## config.mk

```make
export PLATFORM = sky130hd
export DESIGN_NAME = trial_division_factorizer
export DESIGN_NICKNAME = d
export VERILOG_FILES = /design/src/rtl/core/tdf_pkg.sv /design/src/rtl/core/tdf_div.sv /design/src/rtl/core/tdf_dp.sv /design/src/rtl/core/tdf_ctrl.sv /design/src/rtl/core/trial_division_factorizer.sv
export SDC_FILE = /design/constraint.sdc
export NUM_CORES = 1
export LEC_CHECK = 0
export ABC_CLOCK_PERIOD_IN_PS = 3600
export BUFFER_PORTS_ARGS = -buffer_cell sky130_fd_sc_hd__buf_2
export CAP_MARGIN = 20
export CORE_ASPECT_RATIO = 0.6
export CORE_UTILIZATION = 25
export CTS_CLUSTER_SIZE = 28
export DETAILED_ROUTE_END_ITERATION = 8
export MAX_ROUTING_LAYER = met4
export PLACE_DENSITY = 0.4
export SLEW_MARGIN = 0
export SYNTH_ARGS = -nofsm -noshare
export SYNTH_HDL_FRONTEND = slang
export SYNTH_SLANG_ARGS = --single-unit
```

## constraint.sdc

```tcl
create_clock -name clk -period 3.6 [get_ports clk]
set_input_delay 1.08 -clock clk [delete_from_list [all_inputs] [get_ports clk]]
set_output_delay 1.08 -clock clk [all_outputs]
set_load 0.01 [all_outputs]
```

## src/rtl/core/tdf_pkg.sv

```systemverilog
// Shared constants and controller/datapath interface types for the trial division factorizer.
package tdf_pkg;

	localparam int WIDTH = 32;
	localparam int IN_W = 32;
	localparam int OUT_W = 32;
	localparam int DW = (WIDTH < IN_W) ? WIDTH : IN_W;
	localparam int CW = DW / 2 + 1;
	localparam int SW = 2 * CW;
	localparam int NW = 6;
	localparam int CNT_W = $clog2(DW + 1);
	localparam int MAX_RESULTS = 32;
	localparam int FIRST_CAND = 2;

	typedef struct packed {
		logic load_in;
		logic div_start;
		logic take_factor;
		logic take_rem;
		logic next_cand;
		logic push_last;
		logic push_none;
	} cmd_t;

	typedef struct packed {
		logic v_le1;
		logic sq_le_v;
		logic div_busy;
		logic rem_zero;
		logic r_le1;
		logic n_full;
		logic pend_valid;
		logic slot_free;
	} sts_t;

endpackage

```

## src/rtl/core/tdf_div.sv

```systemverilog
// Restoring divider, one quotient bit per cycle.
module tdf_div
	import tdf_pkg::*;
(
	input  logic          clk,
	input  logic          arst_n,
	input  logic          start,
	input  logic [DW-1:0] dividend,
	input  logic [CW-1:0] divisor,
	output logic          busy,
	output logic [DW-1:0] quotient,
	output logic [CW-1:0] remainder
);

	logic [DW-1:0]    q_q;
	logic [CW-1:0]    rm_q;
	logic [CNT_W-1:0] cnt_q;
	logic             busy_q;
	logic [CW:0]      trial;
	logic [CW:0]      diff;
	logic             ge;

	assign trial = {rm_q, q_q[DW-1]};
	assign ge    = trial >= {1'b0, divisor};
	assign diff  = trial - {1'b0, divisor};

	always_ff @(posedge clk or negedge arst_n) begin
		if (!arst_n) begin
			busy_q <= 1'b0;
			cnt_q  <= '0;
		end else if (start) begin
			busy_q <= 1'b1;
			cnt_q  <= CNT_W'(DW);
		end else if (busy_q) begin
			cnt_q <= cnt_q - CNT_W'(1);
			if (cnt_q == CNT_W'(1)) begin
				busy_q <= 1'b0;
			end
		end
	end

	always_ff @(posedge clk) begin
		if (start) begin
			q_q  <= dividend;
			rm_q <= '0;
		end else if (busy_q) begin
			q_q  <= {q_q[DW-2:0], ge};
			rm_q <= ge ? diff[CW-1:0] : trial[CW-1:0];
		end
	end

	assign busy      = busy_q;
	assign quotient  = q_q;
	assign remainder = rm_q;

endmodule

```

## src/rtl/core/tdf_dp.sv

```systemverilog
// Datapath: value, remainder, candidate, square bound, pending factor and output register.
module tdf_dp
	import tdf_pkg::*;
(
	input  logic             clk,
	input  logic             arst_n,
	input  cmd_t             cmd,
	output sts_t             sts,
	input  logic [IN_W-1:0]  value,
	output logic             out_valid,
	input  logic             out_ready,
	output logic [OUT_W-1:0] factor,
	output logic [NW-1:0]    factor_index,
	output logic             is_last,
	output logic             no_factor
);

	logic [DW-1:0]    v_q;
	logic [DW-1:0]    r_q;
	logic [CW-1:0]    c_q;
	logic [SW-1:0]    sq_q;
	logic [NW-1:0]    n_q;
	logic             pv_q;
	logic [DW-1:0]    pf_q;
	logic [NW-1:0]    pidx_q;
	logic             ov_q;
	logic [OUT_W-1:0] factor_q;
	logic [NW-1:0]    idx_q;
	logic             last_q;
	logic             none_q;
	logic             div_busy;
	logic [DW-1:0]    quot;
	logic [CW-1:0]    rem;
	logic             push;

	tdf_div u_div (
		.clk       (clk),
		.arst_n    (arst_n),
		.start     (cmd.div_start),
		.dividend  (r_q),
		.divisor   (c_q),
		.busy      (div_busy),
		.quotient  (quot),
		.remainder (rem)
	);

	assign push = cmd.push_last || cmd.push_none ||
		((cmd.take_factor || cmd.take_rem) && pv_q);

	always_ff @(posedge clk or negedge arst_n) begin
		if (!arst_n) begin
			pv_q <= 1'b0;
			ov_q <= 1'b0;
			n_q  <= '0;
		end else begin
			if (cmd.load_in) begin
				pv_q <= 1'b0;
				n_q  <= '0;
			end else if (cmd.take_factor || cmd.take_rem) begin
				pv_q <= 1'b1;
				n_q  <= n_q + NW'(1);
			end
			if (push) begin
				ov_q <= 1'b1;
			end else if (out_ready) begin
				ov_q <= 1'b0;
			end
		end
	end

	always_ff @(posedge clk) begin
		if (cmd.load_in) begin
			v_q  <= value[DW-1:0];
			r_q  <= value[DW-1:0];
			c_q  <= CW'(FIRST_CAND);
			sq_q <= SW'(1);
		end
		if (cmd.next_cand) begin
			c_q  <= c_q + CW'(1);
			sq_q <= sq_q + SW'({c_q, 1'b0}) - SW'(1);
		end
		if (cmd.take_factor) begin
			r_q    <= quot;
			pf_q   <= DW'(c_q);
			pidx_q <= n_q + NW'(1);
		end
		if (cmd.take_rem) begin
			pf_q   <= r_q;
			pidx_q <= n_q + NW'(1);
		end
		if (cmd.push_none) begin
			factor_q <= '0;
			idx_q    <= '0;
			last_q   <= 1'b1;
			none_q   <= 1'b1;
		end else if (push) begin
			factor_q <= OUT_W'(pf_q);
			idx_q    <= pidx_q;
			last_q   <= cmd.push_last;
			none_q   <= 1'b0;
		end
	end

	assign sts.v_le1      = v_q <= DW'(1);
	assign sts.sq_le_v    = sq_q <= SW'(v_q);
	assign sts.div_busy   = div_busy;
	assign sts.rem_zero   = rem == '0;
	assign sts.r_le1      = r_q <= DW'(1);
	assign sts.n_full     = n_q >= NW'(MAX_RESULTS);
	assign sts.pend_valid = pv_q;
	assign sts.slot_free  = !ov_q || out_ready;

	assign out_valid    = ov_q;
	assign factor       = factor_q;
	assign factor_index = idx_q;
	assign is_last      = last_q;
	assign no_factor    = none_q;

endmodule

```

## src/rtl/core/tdf_ctrl.sv

```systemverilog
// Controller state machine sequencing candidates, divisions and result pushes.
module tdf_ctrl
	import tdf_pkg::*;
(
	input  logic clk,
	input  logic arst_n,
	input  logic in_valid,
	output logic in_ready,
	input  sts_t sts,
	output cmd_t cmd
);

	typedef enum logic [2:0] {
		IDLE,
		CHECK,
		DIV,
		FINAL,
		LAST,
		NONE
	} state_t;

	state_t state_q;
	state_t state_d;

	assign in_ready = (state_q == IDLE);

	always_comb begin
		cmd     = '0;
		state_d = state_q;
		unique case (state_q)
			IDLE: begin
				if (in_valid) begin
					cmd.load_in = 1'b1;
					state_d     = CHECK;
				end
			end
			CHECK: begin
				if (sts.v_le1) begin
					state_d = NONE;
				end else if (sts.sq_le_v) begin
					cmd.div_start = 1'b1;
					state_d       = DIV;
				end else begin
					state_d = FINAL;
				end
			end
			DIV: begin
				if (!sts.div_busy) begin
					if (sts.rem_zero && !sts.n_full) begin
						if (!sts.pend_valid || sts.slot_free) begin
							cmd.take_factor = 1'b1;
							state_d         = CHECK;
						end
					end else if (sts.r_le1 || sts.n_full) begin
						state_d = FINAL;
					end else begin
						cmd.next_cand = 1'b1;
						state_d       = CHECK;
					end
				end
			end
			FINAL: begin
				if (!sts.r_le1 && !sts.n_full) begin
					if (!sts.pend_valid || sts.slot_free) begin
						cmd.take_rem = 1'b1;
						state_d      = LAST;
					end
				end else begin
					state_d = LAST;
				end
			end
			LAST: begin
				if (sts.slot_free) begin
					cmd.push_last = 1'b1;
					state_d       = IDLE;
				end
			end
			NONE: begin
				if (sts.slot_free) begin
					cmd.push_none = 1'b1;
					state_d       = IDLE;
				end
			end
			default: state_d = IDLE;
		endcase
	end

	always_ff @(posedge clk or negedge arst_n) begin
		if (!arst_n) begin
			state_q <= IDLE;
		end else begin
			state_q <= state_d;
		end
	end

endmodule

```

## src/rtl/core/trial_division_factorizer.sv

```systemverilog
// Top level of the trial division factorizer: controller plus datapath.
// Takes one unsigned value per item and returns its prime factors in ascending
// order, repeats included, one result item per factor, the final one flagged
// is_last; 0 and 1 give a single result with no_factor set. A new value is
// taken only once the previous one has been fully factored; the last result
// may still sit in the output register. Each candidate divisor costs one pass
// of the bit-serial divider, and each factor found costs one more pass, so the
// work per item grows with the candidates tried plus the factors found; for
// a 32-bit prime the candidates run up to 65536.
module trial_division_factorizer
	import tdf_pkg::*;
(
	input  logic             clk,
	input  logic             arst_n,
	input  logic             in_valid,
	output logic             in_ready,
	input  logic [IN_W-1:0]  value,
	output logic             out_valid,
	input  logic             out_ready,
	output logic [OUT_W-1:0] factor,
	output logic [NW-1:0]    factor_index,
	output logic             is_last,
	output logic             no_factor
);

	cmd_t cmd;
	sts_t sts;

	tdf_ctrl u_ctrl (
		.clk      (clk),
		.arst_n   (arst_n),
		.in_valid (in_valid),
		.in_ready (in_ready),
		.sts      (sts),
		.cmd      (cmd)
	);

	tdf_dp u_dp (
		.clk          (clk),
		.arst_n       (arst_n),
		.cmd          (cmd),
		.sts          (sts),
		.value        (value),
		.out_valid    (out_valid),
		.out_ready    (out_ready),
		.factor       (factor),
		.factor_index (factor_index),
		.is_last      (is_last),
		.no_factor    (no_factor)
	);

endmodule

```

==> reports/results.txt <==
Yosys cell types - 75
f_max - 301 MHz
Worst R2R Path Depth - 16
Vias - 10300
Crit Path Class - reg -> reg
area taken by flip-flops and latches - 7150 sq um
post-DR vias/cell - 4.57
nets - 1620
outcome - completed
top cells by area, synth - edfxtp_1 39%, ha_1 9.1%, dfxtp_1 7.9%, nand2_1 4.1%, inv_1 3.6%
GR Util All Layers - 14.9%
startpoint types - flop
final setup margin - 0.282 ns
Final Skew - 0.0359 ns
Worst EP required - 3.93 ns
Die X-Extent - 311 um
pre-CTS setup slack - 0.0853 ns
Crit path largest cell delay - 0.40 ns
Leak Pwr - 6.96 nW
Boundary Pins - 78
clk buf depth - 3
Port Buffers - 77
drt total wl - 42300 um
Max rail drop VDD - 384 uV
Clock Pin Slew Worst Setup and Hold Paths - 0.07 ns
Reg-to-Reg Start - u_dp.c_q[0]
area leader, netlist - edfxtp_1
CTS tree - built
Setup crit end kind - flop
Post-synth EDFFs - 185
share of the yosys chip area belonging to registers - 49.7%
worst-path cell chain - inv_1 -> ha_1 -> inv_1 -> ha_1 -> inv_1 -> fa_1 -> nand2b_1 -> a21oi_2 -> o21ai_0 -> buf_4 -> a21oi_1 -> buf_4 -> o31ai_1 -> buf_4 -> a311oi_2 -> o211ai_1
CP max-delay cell - fa_1
Most used DFF post-synth - edfxtp_1
Fill cells - 5865
Initial Util - 25.5%
worst-path maximum fanout - 4
unrepaired setup endpoints after global routing - false
Crit. Startpoint - u_dp.c_q[0]
synthesis warning total - 0
initial antenna violation count - 0
CTS sink count - 260
Max Cap Violations - 0
mapped cell area - 14400 sq um
DP HPWL - 32200 um
Hold Slack - 0.447 ns
Post-Syn Nets - 1510
clk_lat worst skew - 0.59 ns
final non-filler cell total - 2259
routability congestion estimate - 0.873
setup TNS - 0 ns
Mapped Cells - 1368
fin. max-slew vios - 0
Synth Area per Inst - 10.5 sq um
CTS buffer count - 27
core area - 56300 sq um
Die H - 188 um
Area growth syn-to-layout - 16.6%
largest net degree at the start of global routing - 42
Min-Delay Path Class - reg -> reg
layout cell share with drive strength beyond 1 - 17.3%
Final Hold Fails - 0
number of synthesized register bits - 260
Cell Pwr Density - 957 nW/um^2
Die ar. - 58500 sq um
Final setup viols - 0
Inst Count DP - 2208
Setup crit end - u_dp.sq_q[33]
worst-margin pin slew - 0.823 ns
Final min period - 3.32 ns
Worst R2R Setup Slack - 0.28 ns
slew margin rel. - 44.6%
DRT antenna net count - 0
DRC viols - 0
DR iter-0 viols - 701
DR WL/cell - 18.7 um
H-Tree Depth - 1
grt total ovfl - 0
Yosys top cell area share - 38.7%
Row Count - 67
first-pass GRT wire length - 64600 um
First-pass DRT Iterations - 5
final period utilization - 92.2%
clock tree root driver cell - clkbuf_16
Worst EP arrival - 3.65 ns
multi-input logic area - 6460 sq um
vias in the first global route - 10000
asr flop ratio synth - 6.92%
RR Endpoint - u_dp.sq_q[33]
-- how the worst min path moves through the flow --
stage,endpoint,cells past startpoint,startpoint,slack [ns]
3_3_place_gp,u_dp.no_factor,1,u_dp.no_factor,0.43
3_5_place_dp,u_dp.no_factor,1,u_dp.no_factor,0.44
4_1_cts,u_dp.n_q[0],1,arst_n,0.45
2_1_floorplan,u_dp.u_div.remainder[16],2,u_dp.u_div.remainder[16],0.47
6_report,u_dp.no_factor,1,u_dp.no_factor,0.45
5_1_grt,u_dp.factor_index[2],2,u_dp.factor_index[2],0.46
-- worst max-delay path, delay by kind of cell, from the launching register on --
kind / cells / cell delay [ns]
AOI/OAI and AO/OA: 6 / 1.00
adders and majority gates: 3 / 0.82
buffers and inverters: 6 / 0.71
DFF: 1 / 0.38
and+or+nand+nor: 1 / 0.19
-- area by class of cell --
type,instances,share of cell area [%]
Antenna cell,1,0.0149
Clock buffer,37,4.44
Clock inverter,13,0.687
Inverter,138,3.09
Multi-Input combinational cell,922,38.6
Sequential cell,260,42.7
Tap cell,759,5.67
Timing Repair Buffer,129,4.86
-- cells in the final DEF, fill, tap and decap left out, drive strengths merged, types with 21 or more instances in the layout --
cell and instances:
mux2 65, nand3 26, inv 139, and2 21
edfxtp 185, xor2 26, clkbuf 37, ha 104
nand2 157, a21oi 97, nor2 103, dfxtp 57
buf 129, a21o 24, xnor2 33, o21ai 55
-- metal layers --
| layer | up-vias | track usage (%) | wire length, um |
|---|---|---|---|
| li1 | 5095 | - | - |
| met2 | 209 | 19.1 | 15900 |
| met1 | 4985 | 23.7 | 23800 |
| met5 | - | - | 0 |
| met4 | 0 | 2.22 | 527 |
| met3 | 35 | 2.63 | 2070 |
-- flip-flops by register name, indices dropped and copies added, names as in the netlist, 17 cells and up --
name,flops
u_dp.c_q,17
u_dp.r_q,32
u_dp.v_q,32
u_dp.pf_q,32
u_dp.factor,32
u_dp.u_div.remainder,17
u_dp.u_div.quotient,32
u_dp.sq_q,34
-- metrics by stage --
stage / area (sq um) / total power [mW] / util, %
floorplan: 14400 / 10.7 / -
finish: 16800 / 16.0 / 29.8
global placement: 15900 / 13.2 / 28.2
detailed placement: 15900 / 13.2 / 28.2
global route: 16700 / 17.3 / 29.8
CTS: 16700 / 16.1 / 29.7
-- cell usage after synthesis (all sizes together) (3+ instances only) --
master    n
a211oi   15
a21o     24
a21oi    97
a221oi    4
a22o      5
a311oi    5
a31oi     7
and2     21
and3     11
and3b     4
and4      3
buf      24
clkbuf   24
dfrtp    18
dfxtp    57
edfxtp  185
ha      104
inv     138
mux2     65
nand2   157
nand2b   16
nand3    26
nand4    16
nor2    103
nor2b     8
nor3     19
nor3b     3
nor4     20
o211a     8
o211ai   13
o21a      6
o21ai    55
o31ai     5
or2       5
or3       3
or4       4
xnor2    33
xor2     26
-- power breakdown --
group	switching [mW]	internal (mW)
logic	4.63	3.27
registers	0.739	4.57
clock network	1.28	1.53
-- cells by family after synthesis --
group / after synthesis / synth area share (%)
fa+ha+maj: 106 / 9.34
xor+xnor: 59 / 3.60
simple gates: 423 / 13.8
compound gates: 267 / 11.9
buf+inv: 186 / 5.62
flops: 260 / 49.7
mux: 67 / 6.02
-- what timing repair did --
action                                  CTS  global route
hold buffers                              0             0
endpoints found under the hold margin     0             0
setup buffers                             0             0
gates resized for setup                   0             7
endpoints found under the setup margin    0             6
Power figures use the tool's default switching activity.
